`src/hw/rtl/bgpw_pkg.sv`:
```
`default_nettype none

package bgpw_pkg;

    // request commands
    localparam logic [1:0] CMD_BEGIN = 2'd0;
    localparam logic [1:0] CMD_DATA  = 2'd1;
    localparam logic [1:0] CMD_READ  = 2'd2;

    // result kinds
    localparam logic [2:0] KIND_FOUND     = 3'd0;
    localparam logic [2:0] KIND_SHORT_HDR = 3'd1;
    localparam logic [2:0] KIND_SHORT_PAY = 3'd2;
    localparam logic [2:0] KIND_DONE      = 3'd3;
    localparam logic [2:0] KIND_COUNT     = 3'd4;

    localparam int EXT_LEN_BIT    = 4;
    localparam int NUM_TYPES      = 256;
    localparam int TYPE_W         = 8;
    localparam int TYPE_COUNT_W   = 32;
    localparam int RES_FIFO_DEPTH = 4;
    localparam int RES_PTR_W      = $clog2(RES_FIFO_DEPTH);
    localparam int RES_CNT_W      = $clog2(RES_FIFO_DEPTH + 1);

    typedef enum logic [2:0] {
        PH_IDLE,
        PH_FLAGS,
        PH_TYPE,
        PH_LEN_HI,
        PH_LEN_LO,
        PH_PAYLOAD,
        PH_SWALLOW
    } phase_t;

    typedef struct packed {
        logic [1:0]  command;
        logic [15:0] area_length;
        logic [7:0]  data_byte;
    } req_item_t;

    typedef struct packed {
        logic [2:0]              kind;
        logic [7:0]              attr_type;
        logic [7:0]              attr_flags;
        logic [15:0]             attr_length;
        logic [15:0]             remaining_bytes;
        logic [TYPE_COUNT_W-1:0] type_count;
        logic                    last;
    } res_item_t;

    // counter memory operation
    typedef struct packed {
        logic              inc;
        logic              rd;
        logic [TYPE_W-1:0] addr;
    } cnt_op_t;

    // results of one request, waiting for the counter read to return
    typedef struct packed {
        logic [1:0] res_cnt;
        res_item_t  res0;
        res_item_t  res1;
    } stage_t;

endpackage

`default_nettype wire

```
`src/hw/rtl/bgpw_res_fifo.sv`:
```
`default_nettype none

module bgpw_res_fifo (
    input  logic                           clk,
    input  logic                           rst_n,
    input  logic [1:0]                     push_cnt,
    input  bgpw_pkg::res_item_t            push0,
    input  bgpw_pkg::res_item_t            push1,
    input  logic                           pop,
    output bgpw_pkg::res_item_t            head,
    output logic [bgpw_pkg::RES_CNT_W-1:0] count
);
    import bgpw_pkg::*;

    res_item_t              ent_reg [RES_FIFO_DEPTH];
    logic [RES_PTR_W-1:0]   wptr_reg, wptr_next;
    logic [RES_PTR_W-1:0]   rptr_reg, rptr_next;
    logic [RES_CNT_W-1:0]   count_reg, count_next;

    assign wptr_next  = wptr_reg + RES_PTR_W'(push_cnt);
    assign rptr_next  = rptr_reg + RES_PTR_W'(pop);
    assign count_next = count_reg + RES_CNT_W'(push_cnt) - RES_CNT_W'(pop);

    always_ff @(posedge clk)
    begin
        if (push_cnt != 2'd0)
        begin
            ent_reg[wptr_reg] <= push0;
        end
        if (push_cnt == 2'd2)
        begin
            ent_reg[wptr_reg + RES_PTR_W'(1)] <= push1;
        end
    end

    always_ff @(posedge clk or negedge rst_n)
    begin
        if (!rst_n)
        begin
            wptr_reg  <= '0;
            rptr_reg  <= '0;
            count_reg <= '0;
        end
        else
        begin
            wptr_reg  <= wptr_next;
            rptr_reg  <= rptr_next;
            count_reg <= count_next;
        end
    end

    assign head  = ent_reg[rptr_reg];
    assign count = count_reg;
endmodule

`default_nettype wire

```
`config.mk`:
```
export PLATFORM = sky130hd
export DESIGN_NAME = bgpw_res_fifo
export DESIGN_NICKNAME = d
export VERILOG_FILES = /design/src/hw/rtl/bgpw_pkg.sv /design/src/hw/rtl/bgpw_res_fifo.sv
export SDC_FILE = /design/constraint.sdc
export NUM_CORES = 1
export LEC_CHECK = 0
export BUFFER_PORTS_ARGS = -buffer_cell sky130_fd_sc_hd__buf_2
export CAP_MARGIN = 20
export CORE_MARGIN = 3
export CORE_UTILIZATION = 50
export DETAILED_ROUTE_END_ITERATION = 8
export HOLD_SLACK_MARGIN = 0.02
export PLACE_DENSITY = 0.75
export SYNTH_ARGS = -nofsm -noshare
export SYNTH_HDL_FRONTEND = slang
export SYNTH_SLANG_ARGS = --single-unit
export TNS_END_PERCENT = 50
```
`constraint.sdc`:
```
create_clock -name clk -period 9.8 [get_ports clk]
set_clock_uncertainty 0.15 [all_clocks]
set_input_delay 0 -clock clk [delete_from_list [all_inputs] [get_ports clk]]
set_output_delay 0 -clock clk [all_outputs]
set_load 0.005 [all_outputs]
```
==> impl_metrics.env <==
export IMPL_totalPowerFinal_mw=5.66
export IMPL_port_buffers=259
export IMPL_die_w_um=191
export IMPL_post_synth_edffs=336
export IMPL_layout_min_cycle_time_ns=3.80
export IMPL_syn_nets=1026
export IMPL_synth_top_area_share_pct=59.3
export IMPL_vias_in_the_first_global_route=11330
export IMPL_layout_nets=1542
export IMPL_floorplan_core_area_um2=33000
export IMPL_startpoint_type="flip-flop"
export IMPL_drt_wl_total_mm=41.3
export IMPL_synth_seq_area_share_pct=60.3
export IMPL_synth_warning_count=0
export IMPL_worst_path_max_fanout=55
export IMPL_synth_cells_most_frequent="sky130_fd_sc_hd__edfxtp_1 (336), sky130_fd_sc_hd__mux2_2 (167), sky130_fd_sc_hd__mux2_4 (109), sky130_fd_sc_hd__mux4_2 (84), sky130_fd_sc_hd__mux2_1 (60)"
export IMPL_grt_first_pass_wirelength_mm=64.1
export IMPL_vdd_ir_drop_worst_v=0.000155
export IMPL_cts_path_max_buffers=3
export IMPL_drtPass1Iterations=5
export IMPL_fin_tns_setup_ns=0
export IMPL_layout_area_overhead_vs_synth_pct=31.5
export IMPL_drive_gt1_share_pct=49.7
export IMPL_grt_antenna_before_repair=3
export IMPL_gr_usage_met2_pct=40.1
export IMPL_grt_util_met3_pct=4.39
export IMPL_use_met1_pct=29.8
export IMPL_ys_seq_elements=343
export IMPL_routedWlPerCell_um=22.5
export IMPL_crit_required_ns=9.90
export IMPL_maxCapViolations=0
export IMPL_postSynthCellCount=847
export IMPL_largest_reg_flops=336
export IMPL_total_leakage_power_nw=8.29
export IMPL_latest_clock_arrival_within_the_worst_skew_pair_ns=0.50
export IMPL_rsz0062_at_grt="false"
export IMPL_synthesis_area_per_instance_um2=20.1
export IMPL_floorplan_io_pins=260
export IMPL_tritoncts="done"
export IMPL_iteration_0_drc_count_of_the_detailed_router=690
export IMPL_synth_top_cells_by_area="sky130_fd_sc_hd__edfxtp_1 (59%), sky130_fd_sc_hd__mux4_2 (11%), sky130_fd_sc_hd__mux2_2 (11%)"
export IMPL_remaining_drc_errors=0
export IMPL_slew_headroom_pct=22.7
export IMPL_clockRootBuffer="sky130_fd_sc_hd__clkbuf_16"
export IMPL_grt_max_degree=68
export IMPL_starting_density_of_the_core_pct=51.5
export IMPL_cts_sink_count=343
export IMPL_timing_worst_setup_path_type="reg -> reg"
export IMPL_synth_largest_area_cell="sky130_fd_sc_hd__edfxtp_1"
export IMPL_critPathCaptureType="flip-flop"
export IMPL_ys_async_sr_fraction_pct=2.04
export IMPL_fillCellCount=2169
export IMPL_crit_arrival_ns=3.90
export IMPL_gp_congestion=0.756
export IMPL_fmaxAchievable_ghz=0.263
export IMPL_num_rows=66
export IMPL_y_dimension_of_the_die_um=191
export IMPL_route_antenna_remaining_nets=0
export IMPL_track_usage_pct=22.8
export IMPL_global_routing_s_busiest_layer="met2"
export IMPL_timing_final_max_slew_violations=0
export IMPL_postLayoutCoreUtil_pct=67.7
export IMPL_globalRoute_totalOverflow=0
export IMPL_clkSlewWorstSetupHoldPaths_ns=0.05
export IMPL_outcome="finished, final reports clean"
export IMPL_setup_violating_endpoint_count_in_the_final_report=0
export IMPL_viasPerCell=5.51
export IMPL_ys_flop_type="sky130_fd_sc_hd__edfxtp_1"
export IMPL_power_density_cell_area_nw_per_um2=253
export IMPL_timing_final_crit_share_pct=38.7
export IMPL_die_area_um2=36300
export IMPL_tightestPinTransition_ns=1.16
export IMPL_cts_htree_levels=2
export IMPL_netlist_area_before_placement_um2=17000
export IMPL_dp_final_hpwl_mm=22.7
export IMPL_hold_viol_final=0
export IMPL_synthMostInstantiatedCell="sky130_fd_sc_hd__edfxtp_1"
export IMPL_holdCritPathClass="in -> reg"
export IMPL_number_of_distinct_standard_cells_referenced_by_the_synthesized_netlist=23
export IMPL_numCtsBuffers=38
export IMPL_vias=10110
[critical path: stages (launching register included)]
cell	delay (ns)
sky130_fd_sc_hd__dfrtp_1	0.60
sky130_fd_sc_hd__and4bb_4	0.82
sky130_fd_sc_hd__buf_4	0.95
sky130_fd_sc_hd__mux2_2	0.42
sky130_fd_sc_hd__dlygate4sd3_1	0.56
[final timing paths]
check	start	to	slack, ns	cells after the start
setup / recovery	wptr_reg[1]	ent_reg[3][14]	6.00	4
hold / removal	pop	rptr_reg[0]	0.17	3
setup reg to reg	wptr_reg[1]	ent_reg[3][14]	6.00	4
hold reg to reg	count[2]	count[2]	0.49	2
max in group asynchronous	rst_n	rptr_reg[0]	8.87	3
min in group asynchronous	rst_n	count[0]	0.31	3
[report_power, final]
group	total (mW)	leakage (nW)	internal, mW	switching [mW]
clock	1.36	0.567	0.814	0.544
combinational	1.91	4.49	0.982	0.931
sequential	2.39	3.23	2.19	0.202
total	5.66	8.29	3.99	1.68
[cells by family after synthesis]
| logic type | count (synthesis) | synth area share, % |
|---|---|---|
| DFF | 343 | 60.3 |
| AOI/OAI and AO/OA | 3 | 0.118 |
| adders and majority gates | 6 | 0.485 |
| muxes | 421 | 35.8 |
| xor gates and xnor gates | 5 | 0.257 |
| and+or+nand+nor | 6 | 0.382 |
| buffers and inverters | 63 | 2.65 |
[metal layers]
metal	share of wire, %	routed length, µm
met4	1.7	707
met2	51	20900
met1	41	17000
met5	0	0
met3	6.4	2630
[cell type report]
cell class | count | area [µm²] | share of cell area (%)
tap | 442 | 553 | 2.47
inverter | 7 | 26.3 | 0.117
clock buffer | 55 | 1080 | 4.82
multi-input combinational | 441 | 6350 | 28.4
sequential | 343 | 10300 | 45.9
antenna | 3 | 7.51 | 0.0335
timing repair buffer | 532 | 3990 | 17.8
clock inverter | 11 | 100 | 0.447
[through the flow]
step	setup WS (ns)	hold WS [ns]	cells	area [µm²]
after floorplan	2.49	-0.446	847	17000
after global placement	6.20	-0.299	1508	18600
after detailed placement	6.17	-0.296	1508	18600
after CTS	6.03	0.154	1831	22400
after global routing	5.91	0.189	1834	22400
final	6.00	0.173	1834	22400
[cells in the final DEF, fill, tap and decap left out]
cell type,n
sky130_fd_sc_hd__mux2_4,109
sky130_fd_sc_hd__bufinv_16,2
sky130_fd_sc_hd__mux2i_1,1
sky130_fd_sc_hd__clkinvlp_4,1
sky130_fd_sc_hd__inv_1,7
sky130_fd_sc_hd__mux4_2,84
sky130_fd_sc_hd__o21ai_4,1
sky130_fd_sc_hd__buf_4,16
sky130_fd_sc_hd__clkinv_2,2
sky130_fd_sc_hd__ha_1,5
sky130_fd_sc_hd__diode_2,3
sky130_fd_sc_hd__xnor2_1,4
sky130_fd_sc_hd__and4bb_4,2
sky130_fd_sc_hd__nor4b_4,1
sky130_fd_sc_hd__dlygate4sd3_1,257
sky130_fd_sc_hd__o21bai_4,1
sky130_fd_sc_hd__buf_2,259
sky130_fd_sc_hd__fa_1,1
sky130_fd_sc_hd__dfrtp_4,2
sky130_fd_sc_hd__clkinv_1,6
sky130_fd_sc_hd__mux2_1,60
sky130_fd_sc_hd__dfrtp_1,5
sky130_fd_sc_hd__nor2_4,2
sky130_fd_sc_hd__clkbuf_16,41
sky130_fd_sc_hd__o21bai_1,1
sky130_fd_sc_hd__mux2_2,167
sky130_fd_sc_hd__edfxtp_1,336
sky130_fd_sc_hd__clkbuf_1,14
sky130_fd_sc_hd__xor2_1,1
sky130_fd_sc_hd__nand4b_1,1
[what timing repair did]
| item | CTS | global route |
|---|---|---|
| gates resized for setup | 0 | 0 |
| buffers inserted | 0 | 0 |
| endpoints found under the hold margin | 350 | 0 |
| hold buffers | 257 | 0 |
Power figures use the tool's default switching activity.
