==> config.mk <==
export PLATFORM = sky130hd
export DESIGN_NAME = bgpw_parser
export DESIGN_NICKNAME = d
export VERILOG_FILES = /design/src/hw/rtl/bgpw_pkg.sv /design/src/hw/rtl/bgpw_parser.sv
export SDC_FILE = /design/constraint.sdc
export NUM_CORES = 1
export LEC_CHECK = 0
export BUFFER_PORTS_ARGS = -buffer_cell sky130_fd_sc_hd__buf_4
export CAP_MARGIN = 10
export CELL_PAD_IN_SITES_DETAIL_PLACEMENT = 0
export CELL_PAD_IN_SITES_GLOBAL_PLACEMENT = 1
export CORE_MARGIN = 4
export CORE_UTILIZATION = 42
export DETAILED_ROUTE_END_ITERATION = 10
export PLACE_DENSITY = 0.88
export SLEW_MARGIN = 20
export SYNTH_ARGS = -nofsm -noshare
export SYNTH_HDL_FRONTEND = slang
export SYNTH_SLANG_ARGS = --single-unit
==> constraint.sdc <==
create_clock -name clk -period 12.85 [get_ports clk]
set_input_delay 0.6425 -clock clk [delete_from_list [all_inputs] [get_ports clk]]
set_output_delay 0.6425 -clock clk [all_outputs]
set_load 0.05 [all_outputs]
==> src/hw/rtl/bgpw_pkg.sv <==
`default_nettype none

package bgpw_pkg;

    // request commands
    localparam logic [1:0] CMD_BEGIN = 2'd0;
    localparam logic [1:0] CMD_DATA  = 2'd1;
    localparam logic [1:0] CMD_READ  = 2'd2;

    // result kinds
    localparam logic [2:0] KIND_FOUND     = 3'd0;
    localparam logic [2:0] KIND_SHORT_HDR = 3'd1;
    localparam logic [2:0] KIND_SHORT_PAY = 3'd2;
    localparam logic [2:0] KIND_DONE      = 3'd3;
    localparam logic [2:0] KIND_COUNT     = 3'd4;

    localparam int EXT_LEN_BIT    = 4;
    localparam int NUM_TYPES      = 256;
    localparam int TYPE_W         = 8;
    localparam int TYPE_COUNT_W   = 32;
    localparam int RES_FIFO_DEPTH = 4;
    localparam int RES_PTR_W      = $clog2(RES_FIFO_DEPTH);
    localparam int RES_CNT_W      = $clog2(RES_FIFO_DEPTH + 1);

    typedef enum logic [2:0] {
        PH_IDLE,
        PH_FLAGS,
        PH_TYPE,
        PH_LEN_HI,
        PH_LEN_LO,
        PH_PAYLOAD,
        PH_SWALLOW
    } phase_t;

    typedef struct packed {
        logic [1:0]  command;
        logic [15:0] area_length;
        logic [7:0]  data_byte;
    } req_item_t;

    typedef struct packed {
        logic [2:0]              kind;
        logic [7:0]              attr_type;
        logic [7:0]              attr_flags;
        logic [15:0]             attr_length;
        logic [15:0]             remaining_bytes;
        logic [TYPE_COUNT_W-1:0] type_count;
        logic                    last;
    } res_item_t;

    // counter memory operation
    typedef struct packed {
        logic              inc;
        logic              rd;
        logic [TYPE_W-1:0] addr;
    } cnt_op_t;

    // results of one request, waiting for the counter read to return
    typedef struct packed {
        logic [1:0] res_cnt;
        res_item_t  res0;
        res_item_t  res1;
    } stage_t;

endpackage

`default_nettype wire

==> src/hw/rtl/bgpw_parser.sv <==
`default_nettype none

module bgpw_parser (
    input  logic                clk,
    input  logic                rst_n,
    input  logic                accept,
    input  bgpw_pkg::req_item_t item,
    output bgpw_pkg::cnt_op_t   op,
    output bgpw_pkg::stage_t    stage
);
    import bgpw_pkg::*;

    phase_t      phase_reg, phase_next;
    logic [15:0] area_reg, area_next;
    logic [7:0]  flags_reg, flags_next;
    logic [7:0]  type_reg, type_next;
    logic [15:0] len_reg, len_next;
    logic [15:0] pay_reg, pay_next;
    stage_t      stage_reg, stage_next;

    logic [7:0]  b;
    logic        active;
    logic        ext;
    logic [15:0] area_dec;
    logic [15:0] need;
    logic        hdr_short;
    logic [15:0] len_full;
    logic        pay_short;
    logic [15:0] pay_dec;
    logic        area_end;

    res_item_t   done_item;
    res_item_t   first;
    logic        have_first;

    assign b         = item.data_byte;
    assign active    = accept && (item.command == CMD_DATA) && (phase_reg != PH_IDLE)
                       && (area_reg != 16'd0);
    assign ext       = flags_reg[EXT_LEN_BIT];
    assign area_dec  = area_reg - 16'd1;
    assign area_end  = (area_dec == 16'd0);
    assign need      = b[EXT_LEN_BIT] ? 16'd4 : 16'd3;
    assign hdr_short = (area_reg < need);
    assign len_full  = {len_reg[15:8], b};
    assign pay_short = (len_full > area_dec);
    assign pay_dec   = (pay_reg != 16'd0) ? (pay_reg - 16'd1) : pay_reg;

    // next state
    always_comb
    begin
        phase_next = phase_reg;
        area_next  = area_reg;
        flags_next = flags_reg;
        type_next  = type_reg;
        len_next   = len_reg;
        pay_next   = pay_reg;
        if (accept && (item.command == CMD_BEGIN))
        begin
            area_next  = item.area_length;
            flags_next = '0;
            type_next  = '0;
            len_next   = '0;
            pay_next   = '0;
            phase_next = (item.area_length == 16'd0) ? PH_IDLE : PH_FLAGS;
        end
        else if (active)
        begin
            area_next = area_dec;
            case (phase_reg)
                PH_FLAGS:
                begin
                    flags_next = b;
                    phase_next = hdr_short ? PH_SWALLOW : PH_TYPE;
                end
                PH_TYPE:
                begin
                    type_next  = b;
                    len_next   = '0;
                    phase_next = ext ? PH_LEN_HI : PH_LEN_LO;
                end
                PH_LEN_HI:
                begin
                    len_next   = {b, 8'h00};
                    phase_next = PH_LEN_LO;
                end
                PH_LEN_LO:
                begin
                    len_next = len_full;
                    if (pay_short)
                    begin
                        phase_next = PH_SWALLOW;
                    end
                    else
                    begin
                        pay_next   = len_full;
                        phase_next = (len_full != 16'd0) ? PH_PAYLOAD : PH_FLAGS;
                    end
                end
                PH_PAYLOAD:
                begin
                    pay_next = pay_dec;
                    if (pay_dec == 16'd0)
                    begin
                        phase_next = PH_FLAGS;
                    end
                end
                default:
                begin
                end
            endcase
            if (area_end)
            begin
                phase_next = PH_IDLE;
            end
        end
    end

    // results and counter operation
    always_comb
    begin
        op         = '0;
        stage_next = '0;
        first      = '0;
        have_first = 1'b0;
        done_item  = '0;
        done_item.kind = KIND_DONE;
        done_item.last = 1'b1;
        if (accept && (item.command == CMD_BEGIN))
        begin
            if (item.area_length == 16'd0)
            begin
                stage_next.res_cnt = 2'd1;
                stage_next.res0    = done_item;
            end
        end
        else if (accept && (item.command == CMD_READ))
        begin
            op.rd   = 1'b1;
            op.addr = b;
            stage_next.res_cnt        = 2'd1;
            stage_next.res0.kind      = KIND_COUNT;
            stage_next.res0.attr_type = b;
            stage_next.res0.last      = 1'b1;
        end
        else if (active)
        begin
            case (phase_reg)
                PH_FLAGS:
                begin
                    if (hdr_short)
                    begin
                        have_first            = 1'b1;
                        first.kind            = KIND_SHORT_HDR;
                        first.attr_flags      = b;
                        first.remaining_bytes = area_reg;
                    end
                end
                PH_LEN_LO:
                begin
                    have_first        = 1'b1;
                    first.attr_type   = type_reg;
                    first.attr_flags  = flags_reg;
                    first.attr_length = len_full;
                    if (pay_short)
                    begin
                        first.kind            = KIND_SHORT_PAY;
                        first.remaining_bytes = area_dec + 16'd3 + {15'd0, ext};
                    end
                    else
                    begin
                        first.kind = KIND_FOUND;
                        op.inc     = 1'b1;
                        op.addr    = type_reg;
                    end
                end
                default:
                begin
                end
            endcase
            if (have_first)
            begin
                stage_next.res0 = first;
                if (area_end)
                begin
                    stage_next.res1    = done_item;
                    stage_next.res_cnt = 2'd2;
                end
                else
                begin
                    stage_next.res_cnt = 2'd1;
                end
            end
            else if (area_end)
            begin
                stage_next.res0    = done_item;
                stage_next.res_cnt = 2'd1;
            end
        end
    end

    always_ff @(posedge clk or negedge rst_n)
    begin
        if (!rst_n)
        begin
            phase_reg <= PH_IDLE;
            area_reg  <= '0;
            flags_reg <= '0;
            type_reg  <= '0;
            len_reg   <= '0;
            pay_reg   <= '0;
            stage_reg <= '0;
        end
        else
        begin
            phase_reg <= phase_next;
            area_reg  <= area_next;
            flags_reg <= flags_next;
            type_reg  <= type_next;
            len_reg   <= len_next;
            pay_reg   <= pay_next;
            stage_reg <= stage_next;
        end
    end

    assign stage = stage_reg;
endmodule

`default_nettype wire

==> results of run 1 <==
final timing paths:
kind,from,to,depth (start not counted)
min in group clk,item[12],area_reg[4]$_DFFE_PN0P_,2
hold / removal,rst_n,stage[124]$_DFF_PN0_,1
max in group asynchronous,rst_n,len_reg[15]$_DFFE_PN0P_,2
setup reg to reg,area_reg[6]$_DFFE_PN0P_,pay_reg[1]$_DFFE_PN0P_,13
hold reg to reg,type_reg[1]$_DFFE_PN0P_,stage[158]$_DFF_PN0_,1
setup / recovery,area_reg[6]$_DFFE_PN0P_,op[7],14
synth_stat cells (7+ instances only):
library cell and count:
a211oi_1 7, a21oi_1 48, a221o_1 11, a22o_1 8, a22oi_1 10, and2_1 12, and3_1 15, buf_4 117
clkbuf_1 40, dfrtp_1 113, ha_1 25, inv_1 14, mux2i_1 9, nand2_1 56, nand3_1 17, nand4_1 8
nor2_1 87, nor3_1 27, nor4_1 18, o21ai_0 27, o31ai_1 8, or3_1 8, or4_1 8, xnor2_1 12
xor2_1 15
stage by stage:
stage / utilization, % / cell area (µm²) / setup WS, ns
CTS: 48.6 / 8380 / 7.04
detailed placement: 45.0 / 7760 / 7.49
global placement: 45.0 / 7760 / 7.60
global route: 48.6 / 8380 / 6.52
finish: 48.6 / 8380 / 7.01
floorplan: - / 7770 / 7.63
critical path: stages (launching register included):
cell and delay, ns:
dfrtp_1 0.45, or4_1 0.69, nor4b_1 0.67, nor3b_1 0.31, xnor2_1 0.16, ha_1 0.33, nand4_1 0.13, or2_2 0.31
a21oi_1 0.12, o2111ai_1 0.17, o21ba_2 0.26, a21oi_1 0.50, nand2b_1 0.27, and2_1 0.23, buf_4 0.18
routing by layer:
metal	up-vias	share of wire [%]
li1	2860	-
met1	2999	41
met2	321	48
met3	35	8.2
met4	0	2.3
met5	-	0
cell families (layout without fill, tap and decap cells):
group | Yosys count | count (layout) | synth area share [%]
and+or+nand+nor | 287 | 287 | 19.9
buffers and inverters | 180 | 148 | 15.4
AOI/OAI and AO/OA | 178 | 178 | 16.8
DFF | 113 | 113 | 38.4
xor gates and xnor gates | 28 | 28 | 3.44
adders and majority gates | 25 | 25 | 4.25
muxes | 12 | 12 | 1.68
other | 1 | 113 | 0.0510
area by class of cell:
cell class	count	share of cell area [%]
clock buffer	20	5.57
clock inverter	12	1.87
inverter	15	0.672
multi-input combinational	643	45.7
sequential	113	33.7
tap	225	3.36
timing repair buffer	101	9.05
report_power, final:
group,total (W),internal [W],switching (W)
Combinational,0.000702,0.000240,0.000462
Clock,0.000495,0.000320,0.000175
Sequential,0.000500,0.000407,0.0000925
==> reports/results.txt, run 1 <==
The floorplan step set the die height to 140 µm. The most used routing layer was met2. The first global-routing pass estimated 32,100 µm of wire. The logs give 0 for the number of setup violations in the final report and 1,129 for the number of cells in the finished layout apart from fillers. Setup repair after global routing left no endpoint under its margin. The number of global-route vias before repair came out at 5,868.

The run gives 1,637 as the number of fill cells. Share of cells above drive strength 1: 17.4%. The run gives 0 as the number of hold-repair buffers added at the cts stage. Summed over all instances, the cell type with the most area after synthesis is dfrtp_1.

Global routing finished with a remaining overflow of 0. The share of synthesized area in the top cell type comes to 38.4%. From synthesis to final layout, the design area changed by 13.9%.

Global routing used 4.40% of the available met3 tracks. The post-synthesis async set-or-reset flop share came out at 100%. The run gives 0 as the number of antenna-violating nets in the routed design. The top achievable clock speed is 171 MHz, and the post-synthesis sequential area ratio is 38.4%. The number of antenna violations at the first check in global routing is 0. Headroom to the max-slew limit came out at 25.8%. Among all flip-flop cells after synthesis, the most frequent one is dfrtp_1.

Yosys attributes the largest share of cell area to dfrtp_1 38%, buf_4 12%, nor2_1 4.4%. The floorplan has 48 rows. The number of flip-flops in the largest register works out to 54.

Detailed routing inserted a total of 6,215 vias. The logs give 42.7% for the initial core utilization and 2 for the number of buffers between clock root and the deepest sink. For this design, the sink count on the clock tree is 113. Max-cap violations in this run came to 0.

For this design the ratio of total power to cell area is 202 nW/µm². During synthesis, Yosys emitted a total of 0 warnings. The worst ir drop on vdd was 0.111 mV; the total wirelength of the detailed-routed design was 20,600 µm. Kind of capture point of the worst setup path: an output port.

The floorplan step defined a die boundary enclosing 19,700 µm². The data arrival at the endpoint of the critical path is 5.20 ns. In this run, post-CTS repair resized a total of 0 instances. The number of vias per cell came out at 5.50. For the pin with the worst max-slew slack, the measured transition is 1.11 ns. The top cell types in the final layout, fill and taps aside, are 113 x conb_1, 113 x dfrtp_1, 101 x buf_4.

For the worst-skew pair, the clock arrives at the later sink with an insertion delay of 0.42 ns. A synthesized cell averages 8.93 µm². The number of setup buffers added after CTS came out at 0. The logs give 0 for the number of pins with negative max-slew slack in the final report and 4.04 nW for the static leakage. After clock tree synthesis, the clock-pin slew on the worst setup and hold paths is 0.05 ns. Counting tap cells, the placed design contains a total of 1,097 instances. Hold timing on the final database bottoms out at a slack of 0.192 ns. Iteration count of the initial detailed-routing pass: 6. Global routing consumed, on the met2 layer, 33.6% of the routing resources. For the number of failing hold endpoints at the final stage, the log shows 0.

For the final routed database, the setup TNS stands at 0 ns. For the final net count, the log shows 945. The pin count of the biggest net entering global routing was 77; the count of state elements after synthesis was 113. In the routed design, unresolved DRC markers number 0.

STA classifies the critical path startpoint as a flop. Of all nets on the critical path, the largest fanout is 8. After synthesis, the netlist uses 71 different library cells. Setup slack on the worst reg-to-reg path comes out at 7.81 ns.

Summed over all nets, the half-perimeter wirelength after detailed placement is 14,300 µm. The H-tree was split into 4 levels. Total power: 0.00170 W. The tools report the number of DRC markers after the initial detailed-route iteration as 528. The run gives 26.6% as the fraction of met1 tracks used by global routing. The core region is 17,200 µm². The min-delay analysis places its worst path in the category in2async.

I/O pin count: 209. The run finished with clean final reports. The worst path needs 5.84 ns of the cycle, external delays included. Summing all multi-input logic gate instances after layout gives 3830 µm². TritonCTS built the clock tree. The number of antenna diodes in the final layout is 0. Global routing consumed, over all layers together, 20.5% of the routing resources.

The final cycle utilization of the critical path was 45.4%. At the end of routability-driven placement, the weighted congestion stood at 0.917. The routed length per instance was 18.2 µm; the worst clock skew was 0.00671 ns. The die outline width is 140 µm, and the cell area after synthesis is 7350 µm². CTS placed an instance of clkbuf_16 at the clock tree root. The number of buffer cells added on primary ports is 95. Registers take 2830 µm². The critical path data required time is 12.21 ns. The number of clock buffers added by TritonCTS is 17. The synthesized design contains 0 enable-type register cells. In the synthesized netlist, the number of instances is 824. The kind of critical path is reg2out.
Power figures use the tool's default switching activity.
==> inputs of run 2 (changes only) <==
--- a/config.mk
+++ b/config.mk
@@ -10,9 +10,9 @@
 export CELL_PAD_IN_SITES_DETAIL_PLACEMENT = 0
 export CELL_PAD_IN_SITES_GLOBAL_PLACEMENT = 1
 export CORE_MARGIN = 4
-export CORE_UTILIZATION = 42
+export CORE_UTILIZATION = 39
 export DETAILED_ROUTE_END_ITERATION = 10
-export PLACE_DENSITY = 0.88
+export PLACE_DENSITY = 0.83
 export SLEW_MARGIN = 20
 export SYNTH_ARGS = -nofsm -noshare
 export SYNTH_HDL_FRONTEND = slang
==> constraint.sdc (replaced) <==
create_clock -name clk -period 5.4 [get_ports clk]
set_input_delay 0.27 -clock clk [delete_from_list [all_inputs] [get_ports clk]]
set_output_delay 0.27 -clock clk [all_outputs]
set_load 0.05 [all_outputs]
==> run 2 against run 1 <==
The run now ends with hold timing left. Flip-flop and latch count unchanged. Clock power grew 140%. Clock-buffer cell count increased by 1. Sequential power is 130% higher. Critical endpoint unchanged. Worst setup slack worse by 6.5 ns. Combinational power rose by 140%. First-iteration DRC count rose by 9.1%. Non-clock buffer count is 5 higher. Register-to-register slack lost 7.1 ns.
==> reports/results.txt, run 2 (same netlist as run 1, synthesis figures left out) <==
The number of fill cells was 1,772 (was 1,637); the overall die area was 21,100 µm² (was 19,700 µm²). The number of buffer cells added on primary ports is 95 (unchanged), and the die outline width is 145 µm (was 140 µm). The share of cells above drive strength 1 works out to 17.7% (was 17.4%). The pin count of the biggest net entering global routing is 74 (was 77).

The number of failing hold endpoints at the final stage is 15 (was 0), and the count of unresolved DRC violations after routing is 0 (unchanged). The number of buffers between clock root and the deepest sink is 2 (unchanged), and the count of maximum capacitance violations is 0 (unchanged). The tools report the I/O pin count as 209 (unchanged). The logs give 20,800 µm (was 20,600 µm) for the total wirelength of the detailed-routed design and 28.6% (was 29.4%) for the power share of the sequential group. The CTS buffer count is 17 (unchanged). The area added between synthesis and finish came out at 14.5% (was 13.9%).

The logs give 5.13 ns (was 12.21 ns) for the critical path data required time and 0 (unchanged) for the number of antenna-violating nets in the routed design. The number of flip-flops in the largest register is 54 (unchanged). The number of cell instances on the worst register-to-register path was 13 (unchanged); the total number of vias was 6,206 (was 6,215). The switching share of total power is 42.9% (was 43.0%), and the top achievable clock speed is 203 MHz.

For the number of setup violations in the final report, the log shows 0 (unchanged). Startpoint kind of the worst setup timing path: a flop (unchanged). The final reports fail on hold timing.

The number of hold-repair buffers added at the cts stage came out at 0 (unchanged). The logs give 0.889 (was 0.917) for the routability congestion estimate and 27.7% (was 25.8%) for the worst slew margin relative to its limit. The static leakage was 4.05 nW (was 4.04 nW). The number of setup buffers added after CTS was 0 (unchanged); the total global routing overflow was 0 (unchanged).

The tools report the critical register-to-register path startpoint as area_reg[6]$_DFFE_PN0P_ (unchanged). The net switching power of the design is 0.00174 W (was 0.000729 W), and the chip height is 145 µm (was 140 µm). The combined global-route utilization of all metal layers is 19.3% (was 20.5%). Number of DRC markers after the initial detailed-route iteration: 576 (was 528). Number of levels in the clock H-tree: 4 (unchanged). For the setup slack of the most critical reg-to-reg path, the log shows 0.72 ns (was 7.81 ns). The kind of critical path is reg2out (unchanged). For the initial core utilization, the log shows 40.3% (was 42.7%). The worst hold slack after final layout is -0.0334 ns (was 0.192 ns), and the routed length per instance is 18.3 µm (was 18.2 µm). The final net count was 950 (was 945); the number of vias per cell was 5.45 (was 5.50). The number of pins with negative max-slew slack in the final report was 0 (unchanged).

The core box area came out at 18,300 µm² (was 17,200 µm²). The flow ran to the end, but the final reports show violations. The wire length of the first global-routing pass is 32,700 µm (was 32,100 µm). For the internal power component, the log shows 0.00232 W (was 0.000967 W).

The root buffer cell was clkbuf_16 (unchanged). The tools report the worst setup path startpoint as area_reg[6]$_DFFE_PN0P_ (unchanged). The worst ir drop on vdd is 0.199 mV (was 0.111 mV).

The combinational cell fraction of total power was 42.2% (was 41.4%); the number of antenna violations at the first check in global routing was 0 (unchanged). Setup repair after global routing left no endpoint under its margin. The iteration count of the initial detailed-routing pass came out at 5 (was 6).

The transition at the pin with the smallest max-transition slack is 1.08 ns (was 1.11 ns). The kind of capture point of the worst setup path was an output port (unchanged). The logs give 0 (unchanged) for the count of inserted antenna diode cells and 0.00615 ns (was 0.00671 ns) for the worst clock skew.

The CTS sink count was 113 (unchanged); the least setup slack across all paths after layout was 0.468 ns (was 7.01 ns). The largest driver fanout on the critical path is 8 (unchanged). The worst min-delay path category was in2async (unchanged). The insertion delay of the later-clocked pin in the worst-skew pair is 0.42 ns (about the same).

The CTS clock-pin slew for the worst setup and hold paths works out to 0.06 ns (was 0.05 ns). Commonest cells after routing, fill and taps aside: 113 x conb_1, 113 x dfrtp_1, 106 x buf_4 (was 113 x conb_1, 113 x dfrtp_1, 101 x buf_4). Post-route cell area: 8420 µm² (was 8380 µm²). The number of global-route vias before repair was 5,795 (was 5,868); the post-place setup slack was 0.722 ns (was 7.49 ns). The ratio of total power to cell area is 481 nW/µm² (was 202 nW/µm²), and the detailed-placement wirelength estimate is 14,700 µm (was 14,300 µm). The placement row count was 49 (was 48); the final critical-path required period was 4.93 ns. The area of placed instances is 7800 µm² (was 7760 µm²), and the quantity of gates resized following cts is 0 (unchanged). The run gives 0 ns (unchanged) as the post-route setup TNS. The total power came out at 0.00405 W (was 0.00170 W). Endpoint of the most critical register-to-register path: pay_reg[9]$_DFFE_PN0P_ (was pay_reg[1]$_DFFE_PN0P_). Data arrival at the endpoint of the critical path: 4.66 ns (was 5.20 ns).

TritonCTS built the clock tree. The clock network power share is 29.1% (was 29.2%). Dividing the final minimum period by the clock period gives 91.3%.
==> run 2: how the worst max path moves through the flow <==
stage | endpoint | cells past startpoint
6_report | op[7] | 14
5_1_grt | op[4] | 14
4_1_cts | op[7] | 14
3_5_place_dp | op[7] | 14
3_3_place_gp | op[7] | 15
2_1_floorplan | op[9] | 13
==> run 2: layer usage <==
layer | track usage (%) | part of all wire, %
met2 | 30.9 | 48
met3 | 4.18 | 7.1
met4 | 6.46 | 2.0
met5 | 0 | 0
met1 | 26.2 | 43
==> run 2: metrics by stage <==
stage	instances	utilization (%)
2_1_floorplan	936	-
3_3_place_gp	1106	42.7
3_5_place_dp	1106	42.7
4_1_cts	1138	46.1
5_1_grt	1138	46.1
6_report	1138	46.1
==> run 2: layout make-up <==
| cell class | count | area [µm²] | share of cell area (%) |
|---|---|---|---|
| clock inverters | 11 | 153 | 1.81 |
| multi-input cells | 643 | 3830 | 45.5 |
| repair buffers | 106 | 796 | 9.45 |
| flip-flops and latches | 113 | 2830 | 33.6 |
| clock buffers | 21 | 470 | 5.59 |
| well taps | 229 | 287 | 3.40 |
| inverters | 15 | 56.3 | 0.668 |
==> run 2: power groups by stage <==
| stage | combinational (W) | sequential, W | clock (W) |
|---|---|---|---|
| 2_1_floorplan | 0.00143 | 0.00109 | 0 |
| 3_3_place_gp | 0.00167 | 0.00116 | 0 |
| 3_5_place_dp | 0.00168 | 0.00116 | 0 |
| 4_1_cts | 0.00169 | 0.00115 | 0.00119 |
| 5_1_grt | 0.00188 | 0.00118 | 0.00124 |
| 6_report | 0.00171 | 0.00116 | 0.00118 |
==> run 2: worst max-delay path, cell delays in order (launching register included) <==
cell	delay, ns
dfrtp_1	0.46
or4_1	0.69
or3_1	0.41
nor3_1	0.24
xnor2_1	0.22
ha_1	0.37
nand4_1	0.12
or2_2	0.30
a21oi_1	0.14
o2111ai_1	0.17
o21ba_2	0.27
a21oi_2	0.27
nand2b_1	0.19
and2_1	0.20
buf_4	0.18
==> inputs of run 3 (changes only) <==
==> constraint.sdc (replaced) <==
create_clock -name clk -period 5.4 [get_ports clk]
set_input_delay 0.27 -clock clk [delete_from_list [all_inputs] [get_ports clk]]
set_output_delay 0.27 -clock clk [all_outputs]
set_load 0.01 [all_outputs]
==> run 3 against run 2 <==
The run now ends clean. Clock-buffer cell count stayed put. Utilization down 0.075 points. Clock power is 8% lower. Power fell by 6.2%. Maximum frequency grew 0.38%. Global-route usage decreased by 0.13 points. Routed wire length fell by 0.98%. Sequential power hardly changed. Via count fell by 0.76%. Clock skew is 0.0044 ns higher. Cell count is essentially flat. Critical path depth did not move. Critical path type unchanged. Largest cell class unchanged.
==> reports/results.txt, run 3 (same netlist as run 1, synthesis figures left out) <==
The run finished with clean final reports. The tools report the number of DRC markers after the initial detailed-route iteration as 694 (was 576). The kind of critical path was reg2out (unchanged). The worst min-delay path category was in2reg (was in2async). Startpoint kind of the worst setup timing path: a flop (unchanged).

The worst slew margin relative to its limit was 29.0% (was 27.7%); the routed length per instance was 18.1 µm (was 18.3 µm). The number of vias per cell was 5.41 (was 5.45). The logs give 0 (unchanged) for the count of maximum capacitance violations and 0 (unchanged) for the total global routing overflow. The initial core utilization is 40.3% (unchanged).

The run gives 78 (was 74) as the pin count of the biggest net entering global routing. Cell with the largest stage delay on the worst path: or4_1 (unchanged). Final critical-path required period: 4.91 ns (was 4.93 ns).

The critical register-to-register path startpoint was area_reg[6]$_DFFE_PN0P_ (unchanged). The routability congestion estimate was 0.904 (was 0.889). The CTS sink count is 113 (unchanged), and the detailed-placement wirelength estimate is 14,600 µm (was 14,700 µm).

The number of cell instances on the worst register-to-register path works out to 13 (unchanged). The number of cells in the finished layout apart from fillers was 1,139 (was 1,138); the largest driver fanout on the critical path was 8 (unchanged). The CTS clock-pin slew for the worst setup and hold paths works out to 0.05 ns (was 0.06 ns). The count of unresolved DRC violations after routing came out at 0 (unchanged). Root buffer cell: clkbuf_16 (unchanged). The chip height is 145 µm (unchanged). The static leakage was 4.05 nW (about the same).

The run gives 0 (unchanged) as the count of inserted antenna diode cells. The die outline width is 145 µm (unchanged). The number of setup violations in the final report was 0 (unchanged); the critical path data required time was 5.13 ns (about the same). Core box area: 18,300 µm² (unchanged). The stage delay of the slowest cell on the critical path came out at 0.68 ns (was 0.69 ns). Cells along the critical path: or4_1, or3_1, nor3_1, xnor2_1, ha_1, nand4_1, or2_2, a21oi_1, o2111ai_1, o21ba_2, a21oi_2, nand2b_1, and2_1, buf_4 (unchanged). The final cycle utilization of the critical path is 91.0% (was 91.3%). Combined global-route utilization of all metal layers: 19.2% (was 19.3%). For the number of antenna-violating nets in the routed design, the log shows 0 (unchanged). Kind of capture point of the worst setup path: an output port (unchanged).

The transition at the pin with the smallest max-transition slack is 1.06 ns (was 1.08 ns), and the number of pins with negative max-slew slack in the final report is 0 (unchanged). The overall die area is 21,100 µm² (unchanged). The wire length of the first global-routing pass was 32,600 µm (was 32,700 µm). The logs give 0.0105 ns (was 0.00615 ns) for the worst clock skew and 5 (unchanged) for the iteration count of the initial detailed-routing pass. The top achievable clock speed is 204 MHz (was 203 MHz).

For the worst ir drop on vdd, the log shows 0.179 mV (was 0.199 mV). The number of antenna violations at the first check in global routing is 0 (unchanged), and the number of buffers between clock root and the deepest sink is 2 (unchanged). The CTS buffer count is 17 (unchanged). The ratio of total power to cell area was 452 nW/µm² (was 481 nW/µm²); the number of setup buffers added after CTS was 0 (unchanged).

The logic depth of the worst path, buffers included was 14 (unchanged); the instance count after placement with tap cells included was 1,106 (unchanged). The tools report the final net count as 952 (was 950). Commonest cells after routing, fill and taps aside: 113 x conb_1, 113 x dfrtp_1, 106 x buf_4 (unchanged). TritonCTS built the clock tree. The post-route setup TNS came out at 0 ns (unchanged). The total wirelength of the detailed-routed design came out at 20,600 µm (was 20,800 µm). The endpoint of the most critical register-to-register path is pay_reg[9]$_DFFE_PN0P_ (unchanged). The number of failing hold endpoints at the final stage was 0 (was 15).

The I/O pin count is 209 (unchanged), and the setup slack of the most critical reg-to-reg path is 0.76 ns (was 0.72 ns). Insertion delay of the later-clocked pin in the worst-skew pair: 0.42 ns (about the same). The total number of vias came out at 6,159 (was 6,206). The share of cells above drive strength 1 came out at 17.6% (was 17.7%). Setup repair after global routing left no endpoint under its margin. The area added between synthesis and finish works out to 14.3% (was 14.5%).

The run gives 5,872 (was 5,795) as the number of global-route vias before repair. The data arrival at the endpoint of the critical path came out at 4.64 ns (was 4.66 ns). The placement row count is 49 (unchanged).

The tools report the destination of the critical timing path as op[7] (unchanged). The number of flip-flops in the largest register came out at 54 (unchanged). The run gives 4 (unchanged) as the number of levels in the clock H-tree. Cell class contributing the biggest share of worst-path delay: simple AND/OR/NAND/NOR gates (unchanged). The number of buffer cells added on primary ports works out to 95 (unchanged).

The worst setup path startpoint is area_reg[6]$_DFFE_PN0P_ (unchanged). The number of buffers and inverters on the critical path is 1 (unchanged).
## run 3: worst min-delay path by stage
| stage | start | endpoint | slack, ns | cells after the start |
|---|---|---|---|---|
| after global routing | item[17] | area_reg[9]$_DFFE_PN0P_ | 0.08 | 2 |
| after detailed placement | rst_n | stage[123]$_DFF_PN0_ | 0.50 | 1 |
| after global placement | rst_n | stage[123]$_DFF_PN0_ | 0.50 | 1 |
| final | item[17] | area_reg[9]$_DFFE_PN0P_ | 0.09 | 2 |
| after CTS | rst_n | stage[126]$_DFF_PN0_ | 0.05 | 1 |
| after floorplan | rst_n | area_reg[0]$_DFFE_PN0P_ | -0.03 | 0 |
## run 3: metal layers
layer / share of wire, % / track usage, %
met1: 43 / 25.8
met2: 46 / 30.2
met3: 7.7 / 4.71
met4: 2.4 / 7.08
met5: 0 / 0
## run 3: power breakdown
part           internal (W)  switching, W
Sequential         0.000970      0.000200
Clock              0.000696      0.000388
Combinational      0.000584      0.000962
## run 3: metrics by stage
step | total power (W) | util (%) | hold slack, ns | area (µm²) | setup slack, ns
global route | 0.00406 | 46.0 | 0.0811 | 8410 | 0.105
detailed placement | 0.00268 | 42.7 | 0.500 | 7800 | 0.728
floorplan | 0.00236 | - | -0.0256 | 7770 | 1.16
finish | 0.00380 | 46.0 | 0.0928 | 8410 | 0.487
CTS | 0.00378 | 45.8 | 0.0534 | 8370 | 0.252
global placement | 0.00267 | 42.7 | 0.498 | 7800 | 0.944
## run 3: what timing repair did
| item | in CTS | in global routing |
|---|---|---|
| endpoints found under the setup margin | 0 | 8 |
| hold buffers | 0 | 1 |
| endpoints found under the hold margin | 0 | 23 |
| resized for setup | 0 | 1 |
## run 3: cell type report
class | instances | area, µm²
Fill cell | 1776 | 9860
Multi-Input combinational cell | 643 | 3830
Sequential cell | 113 | 2830
Timing Repair Buffer | 108 | 833
Clock buffer | 21 | 460
Tap cell | 229 | 287
Clock inverter | 10 | 111
Inverter | 15 | 56.3
